==> src/rtl/core/dqc_pkg.sv <==
`default_nettype none

package dqc_pkg;

    localparam logic [2:0] ACT_PUSH_L = 3'd0;
    localparam logic [2:0] ACT_PUSH_R = 3'd1;
    localparam logic [2:0] ACT_POP_L  = 3'd2;
    localparam logic [2:0] ACT_POP_R  = 3'd3;
    localparam logic [2:0] ACT_CUR_L  = 3'd4;
    localparam logic [2:0] ACT_CUR_R  = 3'd5;
    localparam logic [2:0] ACT_SET    = 3'd6;

    localparam logic [1:0] ST_OK    = 2'd0;
    localparam logic [1:0] ST_EMPTY = 2'd1;
    localparam logic [1:0] ST_FULL  = 2'd2;

    typedef struct packed {
        logic [2:0]         action;
        logic signed [31:0] value;
    } req_word_t;

    typedef struct packed {
        logic signed [31:0] popped_value;
        logic signed [31:0] left_value;
        logic signed [31:0] right_value;
        logic signed [31:0] cursor_value;
        logic [4:0]         count;
        logic               moved;
        logic [1:0]         status;
    } rsp_word_t;

    typedef enum logic [1:0] {
        RSEL_POP    = 2'd0,
        RSEL_LEFT   = 2'd1,
        RSEL_RIGHT  = 2'd2,
        RSEL_CURSOR = 2'd3
    } rsel_t;

    typedef struct packed {
        logic  latch;
        logic  exec;
        logic  rd_en;
        rsel_t rsel;
        logic  cap_pop;
        logic  cap_left;
        logic  cap_right;
        logic  load_out;
    } dqc_cmd_t;

endpackage

`default_nettype wire

==> src/rtl/core/dqc_ctrl.sv <==
`default_nettype none

module dqc_ctrl (
    input  wire logic              clk,
    input  wire logic              rst_n,
    input  wire logic              req_valid,
    output logic                   req_ready,
    output logic                   rsp_valid,
    input  wire logic              rsp_ready,
    output dqc_pkg::dqc_cmd_t      cmd
);
    import dqc_pkg::*;

    typedef enum logic [5:0] {
        S_IDLE = 6'b000001,
        S_EXEC = 6'b000010,
        S_RD_L = 6'b000100,
        S_RD_R = 6'b001000,
        S_RD_C = 6'b010000,
        S_CAP  = 6'b100000
    } state_t;

    state_t state_reg, state_next;
    logic   rsp_valid_reg, rsp_valid_next;

    always_comb
    begin
        state_next    = state_reg;
        cmd           = '0;
        cmd.rsel      = RSEL_POP;
        req_ready     = 1'b0;
        case (state_reg)
            S_IDLE:
            begin
                req_ready = 1'b1;
                cmd.latch = req_valid;
                if (req_valid)
                    state_next = S_EXEC;
            end
            S_EXEC:
            begin
                cmd.exec   = 1'b1;
                cmd.rd_en  = 1'b1;
                cmd.rsel   = RSEL_POP;
                state_next = S_RD_L;
            end
            S_RD_L:
            begin
                cmd.cap_pop = 1'b1;
                cmd.rd_en   = 1'b1;
                cmd.rsel    = RSEL_LEFT;
                state_next  = S_RD_R;
            end
            S_RD_R:
            begin
                cmd.cap_left = 1'b1;
                cmd.rd_en    = 1'b1;
                cmd.rsel     = RSEL_RIGHT;
                state_next   = S_RD_C;
            end
            S_RD_C:
            begin
                cmd.cap_right = 1'b1;
                cmd.rd_en     = 1'b1;
                cmd.rsel      = RSEL_CURSOR;
                state_next    = S_CAP;
            end
            S_CAP:
            begin
                // hold until the output register is free
                if (!rsp_valid_reg || rsp_ready)
                begin
                    cmd.load_out = 1'b1;
                    state_next   = S_IDLE;
                end
            end
            default:
            begin
                state_next = S_IDLE;
            end
        endcase
    end

    always_comb
    begin
        if (cmd.load_out)
            rsp_valid_next = 1'b1;
        else if (rsp_ready)
            rsp_valid_next = 1'b0;
        else
            rsp_valid_next = rsp_valid_reg;
    end

    always_ff @(posedge clk or negedge rst_n)
    begin
        if (!rst_n)
        begin
            state_reg     <= S_IDLE;
            rsp_valid_reg <= 1'b0;
        end
        else
        begin
            state_reg     <= state_next;
            rsp_valid_reg <= rsp_valid_next;
        end
    end

    assign rsp_valid = rsp_valid_reg;

endmodule

`default_nettype wire

==> src/rtl/core/dqc_dp.sv <==
`default_nettype none

module dqc_dp #(
    parameter int DEPTH = 16
) (
    input  wire logic              clk,
    input  wire logic              rst_n,
    input  wire dqc_pkg::dqc_cmd_t cmd,
    input  wire dqc_pkg::req_word_t req,
    output dqc_pkg::rsp_word_t     rsp
);
    import dqc_pkg::*;

    localparam int IW = (DEPTH > 1) ? $clog2(DEPTH) : 1;
    localparam int CW = $clog2(DEPTH + 1);
    localparam logic [IW-1:0] LAST  = IW'(DEPTH - 1);
    localparam logic [CW-1:0] FULLC = CW'(DEPTH);

    function automatic logic [IW-1:0] ring_inc(input logic [IW-1:0] i);
        return (i == LAST) ? '0 : i + 1'b1;
    endfunction

    function automatic logic [IW-1:0] ring_dec(input logic [IW-1:0] i);
        return (i == '0) ? LAST : i - 1'b1;
    endfunction

    logic [31:0]   word_store_reg [DEPTH];
    logic [31:0]   rdata_reg;

    logic [2:0]    action_reg;
    logic [31:0]   value_reg;

    logic [IW-1:0] left_reg, left_next;
    logic [IW-1:0] right_reg, right_next;
    logic [IW-1:0] cursor_reg, cursor_next;
    logic [CW-1:0] count_reg, count_next;

    logic [1:0]    status_reg, status_next;
    logic          moved_reg, moved_next;
    logic          pop_ok_reg, pop_ok_next;
    logic [31:0]   popped_reg, left_val_reg, right_val_reg;
    rsp_word_t     rsp_reg;

    logic          wr_en;
    logic [IW-1:0] wr_addr;
    logic [IW-1:0] rd_addr;
    logic          empty, full;

    assign empty = (count_reg == '0);
    assign full  = (count_reg == FULLC);

    always_comb
    begin
        left_next   = left_reg;
        right_next  = right_reg;
        cursor_next = cursor_reg;
        count_next  = count_reg;
        status_next = ST_OK;
        moved_next  = 1'b0;
        pop_ok_next = 1'b0;
        wr_en       = 1'b0;
        wr_addr     = left_reg;
        case (action_reg)
            ACT_PUSH_L, ACT_PUSH_R:
            begin
                if (full)
                    status_next = ST_FULL;
                else if (empty)
                begin
                    right_next  = left_reg;
                    cursor_next = left_reg;
                    wr_en       = 1'b1;
                    wr_addr     = left_reg;
                    count_next  = CW'(1);
                end
                else if (action_reg == ACT_PUSH_L)
                begin
                    left_next  = ring_dec(left_reg);
                    wr_en      = 1'b1;
                    wr_addr    = ring_dec(left_reg);
                    count_next = count_reg + 1'b1;
                end
                else
                begin
                    right_next = ring_inc(right_reg);
                    wr_en      = 1'b1;
                    wr_addr    = ring_inc(right_reg);
                    count_next = count_reg + 1'b1;
                end
            end
            ACT_POP_L:
            begin
                if (empty)
                    status_next = ST_EMPTY;
                else
                begin
                    pop_ok_next = 1'b1;
                    if (count_reg == CW'(1))
                    begin
                        right_next  = left_reg;
                        cursor_next = left_reg;
                    end
                    else
                    begin
                        if (cursor_reg == left_reg)
                            cursor_next = ring_inc(cursor_reg);
                        left_next = ring_inc(left_reg);
                    end
                    count_next = count_reg - 1'b1;
                end
            end
            ACT_POP_R:
            begin
                if (empty)
                    status_next = ST_EMPTY;
                else
                begin
                    pop_ok_next = 1'b1;
                    if (count_reg == CW'(1))
                    begin
                        left_next   = right_reg;
                        cursor_next = right_reg;
                    end
                    else
                    begin
                        if (cursor_reg == right_reg)
                            cursor_next = ring_dec(cursor_reg);
                        right_next = ring_dec(right_reg);
                    end
                    count_next = count_reg - 1'b1;
                end
            end
            ACT_CUR_L:
            begin
                if (empty)
                    status_next = ST_EMPTY;
                else if (cursor_reg != left_reg)
                begin
                    cursor_next = ring_dec(cursor_reg);
                    moved_next  = 1'b1;
                end
            end
            ACT_CUR_R:
            begin
                if (empty)
                    status_next = ST_EMPTY;
                else if (cursor_reg != right_reg)
                begin
                    cursor_next = ring_inc(cursor_reg);
                    moved_next  = 1'b1;
                end
            end
            ACT_SET:
            begin
                if (empty)
                    status_next = ST_EMPTY;
                else
                begin
                    wr_en   = 1'b1;
                    wr_addr = cursor_reg;
                end
            end
            default:
            begin
                status_next = ST_OK;
            end
        endcase
    end

    always_comb
    begin
        case (cmd.rsel)
            RSEL_POP:    rd_addr = (action_reg == ACT_POP_L) ? left_reg : right_reg;
            RSEL_LEFT:   rd_addr = left_reg;
            RSEL_RIGHT:  rd_addr = right_reg;
            RSEL_CURSOR: rd_addr = cursor_reg;
            default:     rd_addr = left_reg;
        endcase
    end

    always_ff @(posedge clk)
    begin
        if (cmd.exec && wr_en)
            word_store_reg[wr_addr] <= value_reg;
        if (cmd.rd_en)
            rdata_reg <= word_store_reg[rd_addr];
    end

    always_ff @(posedge clk or negedge rst_n)
    begin
        if (!rst_n)
        begin
            left_reg   <= '0;
            right_reg  <= '0;
            cursor_reg <= '0;
            count_reg  <= '0;
        end
        else if (cmd.exec)
        begin
            left_reg   <= left_next;
            right_reg  <= right_next;
            cursor_reg <= cursor_next;
            count_reg  <= count_next;
        end
    end

    always_ff @(posedge clk)
    begin
        if (cmd.latch)
        begin
            action_reg <= req.action;
            value_reg  <= req.value;
        end
        if (cmd.exec)
        begin
            status_reg <= status_next;
            moved_reg  <= moved_next;
            pop_ok_reg <= pop_ok_next;
        end
        if (cmd.cap_pop)
            popped_reg <= pop_ok_reg ? rdata_reg : '0;
        if (cmd.cap_left)
            left_val_reg <= rdata_reg;
        if (cmd.cap_right)
            right_val_reg <= rdata_reg;
        if (cmd.load_out)
        begin
            rsp_reg.popped_value <= popped_reg;
            rsp_reg.left_value   <= empty ? '0 : left_val_reg;
            rsp_reg.right_value  <= empty ? '0 : right_val_reg;
            rsp_reg.cursor_value <= empty ? '0 : rdata_reg;
            rsp_reg.count        <= 5'(count_reg);
            rsp_reg.moved        <= moved_reg;
            rsp_reg.status       <= status_reg;
        end
    end

    assign rsp = rsp_reg;

endmodule

`default_nettype wire

==> src/rtl/core/deque_with_cursor_unit.sv <==
`default_nettype none

// Double-ended queue of signed 32-bit words with a movable cursor, stored in a
// ring of DEPTH entries. Each request word carries one action (push left/right,
// pop left/right, cursor left/right, set cursor word) and yields one response
// word with the popped word, both end words, the cursor word, the count, a
// moved flag and a status. An accepted request passes the execute, left-read,
// right-read, cursor-read and capture states, and no new request is taken until
// its response is loaded into the output register once that is free. The word
// store's single read port is used once for the popped word and once each for
// the left, right and cursor words. A finished response waits in the output
// register while the next request is taken. Pushes into a full queue and pops,
// cursor moves or sets on an empty queue report a status and change nothing.
module deque_with_cursor_unit #(
    parameter int DEPTH = 16
) (
    input  wire logic               clk,
    input  wire logic               rst_n,
    input  wire logic               req_valid,
    output logic                    req_ready,
    input  wire dqc_pkg::req_word_t req,
    output logic                    rsp_valid,
    input  wire logic               rsp_ready,
    output dqc_pkg::rsp_word_t      rsp
);
    import dqc_pkg::*;

    dqc_cmd_t cmd;

    dqc_ctrl u_ctrl (
        .clk       (clk),
        .rst_n     (rst_n),
        .req_valid (req_valid),
        .req_ready (req_ready),
        .rsp_valid (rsp_valid),
        .rsp_ready (rsp_ready),
        .cmd       (cmd)
    );

    dqc_dp #(
        .DEPTH (DEPTH)
    ) u_dp (
        .clk   (clk),
        .rst_n (rst_n),
        .cmd   (cmd),
        .req   (req),
        .rsp   (rsp)
    );

endmodule

`default_nettype wire

==> config.mk <==
export PLATFORM = sky130hd
export DESIGN_NAME = deque_with_cursor_unit
export DESIGN_NICKNAME = d
export VERILOG_FILES = /design/src/rtl/core/dqc_pkg.sv /design/src/rtl/core/dqc_ctrl.sv /design/src/rtl/core/dqc_dp.sv /design/src/rtl/core/deque_with_cursor_unit.sv
export SDC_FILE = /design/constraint.sdc
export NUM_CORES = 1
export LEC_CHECK = 0
export BUFFER_PORTS_ARGS = -buffer_cell sky130_fd_sc_hd__buf_2
export CORE_ASPECT_RATIO = 0.8
export CORE_MARGIN = 3
export CORE_UTILIZATION = 55
export CTS_BUF_LIST = sky130_fd_sc_hd__clkbuf_8
export DETAILED_ROUTE_END_ITERATION = 16
export HOLD_SLACK_MARGIN = 0.03
export MAX_ROUTING_LAYER = met4
export PLACE_DENSITY = 0.73
export SYNTH_ARGS = -nofsm -noshare
export SYNTH_HDL_FRONTEND = slang
export SYNTH_SLANG_ARGS = --single-unit
==> constraint.sdc <==
create_clock -name clk -period 25.8 [get_ports clk]
set_input_delay 5.16 -clock clk [delete_from_list [all_inputs] [get_ports clk]]
set_output_delay 5.16 -clock clk [all_outputs]
set_load 0.02 [all_outputs]
Yosys cells after proc, flatten, opt, wreduce, memory -nomap -nowiden --
Memory sizes are Yosys's and may differ from the RTL's. A register that Yosys moved wholly into a read port is not among the register bits. Index checks and enable logic that the tools add are counted.
Storage, ports and cells: memories kept 1, register bits 295, output and inout bits 138, RAM bits 512
Operators by class: reduce and logical (&&, ||, !) cells 21, add/sub/neg operators 8, equal/unequal tests 43, mux-type cells 72
Memories:
- u_dp.word_store_reg | depth 16, bits a word 32, read ports 1, clocked after memory_dff 1, write ports 1, line dqc_dp.sv:27 | logic [31:0] word_store_reg [DEPTH];
Operator list (count):
- 4-bit 2-to-1 mux | 36
- 6-bit case mux with 6 select lines | 1
- 4-bit case mux with 3 select lines | 2
- 2-bit inequality test, second input constant | 10
- 4-bit case mux with 5 select lines | 1
- 1-bit 2-to-1 mux | 19
- 4-bit case mux with 4 select lines | 1
- 5-bit 2-to-1 mux | 3
- 4-bit by 1-bit adder with 4-bit output, second input constant | 3
- 4-bit == test, second input constant | 3
- 4-bit logical NOT | 3
- 6-bit 2-to-1 mux | 2
- 2-bit by 1-bit inequality test with 1-bit output, second input constant | 6
- 3-bit case mux with 4 select lines | 1
- 4-bit by 1-bit subtractor with 4-bit output, second input constant | 3
- 11-bit AND reduction | 1
- 5-bit case mux with 2 select lines | 1
- 3-bit == test, second input constant | 3
- 9-bit AND reduction | 1
- 4-bit == test | 2
- 4-bit inequality test | 2
- 4-bit case mux with 2 select lines | 1
- 8-bit AND reduction | 1
- 3-bit by 2-bit == test with 1-bit output, second input constant | 2
- 31 further kinds | 36

Longest topological paths before layout --
word-level depth 6, mapped depth 11

By module --
From an unflattened synthesis, not the netlist that was laid out.
Unflattened totals: cell total of the unflattened synthesis 1967, area, all modules 32636.3 µm²
Modules (own cells, without submodules):
- dqc_dp | area each 32157.1 µm², cells an instance 1916, seq. area each 24898.9 µm², times used 1
- dqc_ctrl | area each 479.2 µm², cells an instance 51, seq. area each 176.4 µm², times used 1

Worst setup path after synthesis --
OpenSTA, ideal clock, no wires.
path kind in2reg, from in rsp_ready, to reg u_dp.rsp_reg (netlist bit u_dp.rsp[0]), enable pin, data required time 25.123 ns, arrival time 11.772 ns, path buffers 0, setup time 0.677 ns, setup slack 13.351 ns, stages on the path 2, cells stage by stage inv_1 > a21oi_1
RTL lines:
- start, declared | line deque_with_cursor_unit.sv:23 | input wire logic rsp_ready,
- end, declared | line dqc_dp.sv:42 | rsp_word_t rsp_reg;

Worst setup path in the final report --
from reg u_ctrl.state_reg[3], to out req_ready
On the way: word-level cells in the longest chain between the ends 2
Ends and longest elaborated chain:
- start, declared | line dqc_ctrl.sv:23 | state_t state_reg, state_next;
- start signal, assigned | line dqc_ctrl.sv:103 | state_reg <= state_next;
- 6-bit by 1-bit == test with 1-bit output | line dqc_ctrl.sv:32 | case (state_reg)
- 1-bit 2-to-1 mux | line dqc_ctrl.sv:32
- end, declared | line deque_with_cursor_unit.sv:20 | output logic req_ready,
No other way between the ends.

==> impl_results.md <==
* Status: finished clean
* CP startpoint kind: flip-flop
* Worst slack, placed at 18.15 ns
* Seq/Total Area, Yosys at a little under 80%
* Register bit count reported by yosys at about 840
* Initial drt markers at approximately 1,800
* Vias in the first global route at roughly 17,000
* CP endpoint kind: output port
* Clock root buffer: clkbuf_8
* Fin area at 36,400 um2
* Final setup viols at 0
* Pwr Density at 96.9 nW/um2
* Fin Hold WS at approximately 0.4 ns
* Initial antenna violation count at 5
* Cell taking the most area after synthesis: edfxtp_1
* Clock tree buffer depth at 3
* Mean area per synthesized cell at 17.0 um2
* Worst skew pair latency at around 0.74 ns
* Top post-synthesis cells by area: edfxtp_1, mux2i_1, nand2_1
* FP Rows at ~80
* ANT nets after route at 0
* Core footprint at ~57,000 um2
* Vias per Instance at roughly 5.8
* Family with the most delay on the worst path: simple AND/OR/NAND/NOR gates
* CTS Hold Bufs at 0
* Clock slew at reported path FFs at 0.07 ns
* Normalized max-slew margin at approximately 18%
* HPWL Detailed at slightly below 40 mm
* Num CTS Buffers at 120
* GRT Overall Usage at between 20% and 30%
* Maxcap violations at 0
* P_leak at approximately 12 nW
* HP Class: reg -> reg
* Total grt overflow at 0
* Critical path peak fanout at 13
* Maximum clock rate at around 130 MHz
* Layout Nets at between 2,000 and 2,500
* Synth top area share at roughly three quarters
* Post-CTS Resized at 0
* Mapped Cells at ~1,900
* Critical path cell sequence: nor4_1 -> and3b_1 -> buf_2
* Die width at ~280 um
* Crit path largest cell delay at ~0.54 ns
* Layout cells sized above 1 at a little under 20%
* Largest net degree at the start of global routing at 152
* WS Path Type: reg -> out
* H-tree levels at 3
* Placed cell area at approximately 34,000 um2
* Global-route wire length before repair at approximately 100 mm
* Detailed Routing Iterations Pass 1 at 6
* Clk_skew at about 0.030 ns
* Ys flop type: edfxtp_1
* # Post-CTS Setup Buffers at 0
* Final worst setup slack at about 18 ns
* I/O pin count at approximately 180
* Worst Path Required at 20.64 ns
* Synth Warn # at 0
* Final GP Congestion at between 0.8 and 0.9
* IO Port Bufs at approximately 180
* Peak VDD IR at about 0.13 mV
* Async set-reset flop share out of synthesis at under 10%
* Final worst-path cycle share at ~29%
* Fin. Hold Viols at 0
* P&R area growth vs syn at 12.2%
* Total number of vias at 17,374
* WL final at 68.0 mm
* Setup TNS at 0 ns
* Starting density of the core at between 50 and 60%
* Slowest cell on the critical path: dfrtp_1
* Unrepaired setup endpoints after global routing: false
* Clock sink total at about 840
* Measured slew at the worst slew-check pin at ~1.2 ns
* Slew Viols, Final at 0
* Distinct cells, synth at 76
* Power, Total at 3.52 mW
* CTS tree: yes
* Post-route DRC at 0
* Syn Nets at 1,955
* Worst EP arrival at about 2.3 ns
* Largest register FFs at around 500
* DIE AREA at 61,900 um2
* Synthesized area at ~32,000 um2
* Min Tclk post-route at around 7.4 ns
* Die height at 223 um
* CP bufs+invs at 1
* R2R Setup Slk at about 20 ns
* DR WL/cell at 22.8 um
* Number of synthesized flops with an enable pin at around 820
area by class of cell:
class	instances	area, um2
clock inverter	91	485
clock buffer	120	1650
timing repair buffer	214	1180
fill	3934	21100
tap	760	951
antenna	1	2.50
sequential	839	25100
multi-input combinational	943	6940
inverter	17	63.8
path summary, 6_finish.rpt:
kind / from / depth (start not counted) / endpoint
setup / recovery: u_ctrl.state_reg[3] / 3 / req_ready
hold / removal: u_dp.popped_reg[31] / 0 / u_dp.rsp[135]
setup reg to reg: u_dp.action_reg[1] / 9 / u_dp.rdata_reg[22]
hold reg to reg: u_dp.popped_reg[31] / 0 / u_dp.rsp[135]
max in group asynchronous: rst_n / 1 / u_dp.left_reg[0]
min in group asynchronous: rst_n / 1 / u_dp.count_reg[1]
stage by stage:
| step | std cells | utilization (%) |
|---|---|---|
| floorplan | 1906 | - |
| global placement | 2773 | 59.5 |
| detailed placement | 2773 | 59.5 |
| CTS | 2984 | 63.2 |
| global route | 2985 | 63.2 |
| finish | 2985 | 63.2 |
logic make-up after synthesis:
logic type | after synthesis | share of synthesized area, %
AO/OA/AOI/OAI | 262 | 7.18
XOR/XNOR | 17 | 0.460
adder cells (fa/ha/maj) | 10 | 0.386
buffers and inverters | 124 | 1.79
flip-flops | 839 | 77.4
multiplexers | 166 | 5.16
AND/OR/NAND/NOR | 488 | 7.63
cell usage after synthesis (12+ instances only):
master     instances
mux2i_1          159
clkbuf_1          59
and2_1            61
a2111oi_2         22
edfxtp_1         815
nand2b_1          15
inv_1             17
a32oi_1           12
a32o_1            54
nand3_1           21
a21oi_1           26
a211oi_1          24
xor2_1            15
nand2_1          172
a221o_1           23
buf_2             25
nor2_1            75
dfrtp_1           23
o21ai_0           27
a221oi_1          14
nor2b_1          101
cells in the final DEF, fill, tap and decap left out, drive strengths merged, types with 4 or more instances in the layout:
cell type	netlist	final
edfxtp	815	815
buf	44	214
nand2	172	172
mux2i	160	160
clkbuf	63	120
nor2b	101	101
nor2	75	75
inv	17	62
and2	61	61
a32o	54	54
clkinv	0	42
o21ai	30	30
a21oi	28	28
a211oi	25	25
a2111oi	24	24
a221o	23	23
dfrtp	23	23
nand3	21	21
xor2	15	15
nand2b	15	15
a221oi	14	14
a32oi	12	12
o2111a	10	10
ha	10	10
and3	6	6
nand3b	6	6
mux2	6	6
a22oi	6	6
nor3b	5	5
nor3	5	5
and3b	4	4
o211ai	4	4
a22o	4	4
worst reg2reg max path, delay by kind of cell (launching register included):
kind                   cells  cell delay, ns
flip-flops                 1            0.60
buffers and inverters      2            1.34
multiplexers               2            0.98
AND/OR/NAND/NOR            1            0.87
AO/OA/AOI/OAI              4            1.52
per-layer routing:
layer | wire length, um | up-vias | track usage [%]
li1 | - | 7854 | -
met1 | 30100 | 8652 | 32.3
met2 | 31200 | 751 | 33.6
met3 | 5350 | 117 | 4.51
met4 | 1340 | 0 | 6.25
met5 | 0 | - | -
report_power, final:
group | switching [mW] | internal [mW] | total (mW)
Sequential | 0.111 | 1.64 | 1.76
Combinational | 0.535 | 0.297 | 0.832
Clock | 0.480 | 0.456 | 0.936
Total | 1.13 | 2.40 | 3.52
No activity file was read; power rests on OpenSTA's default activity.
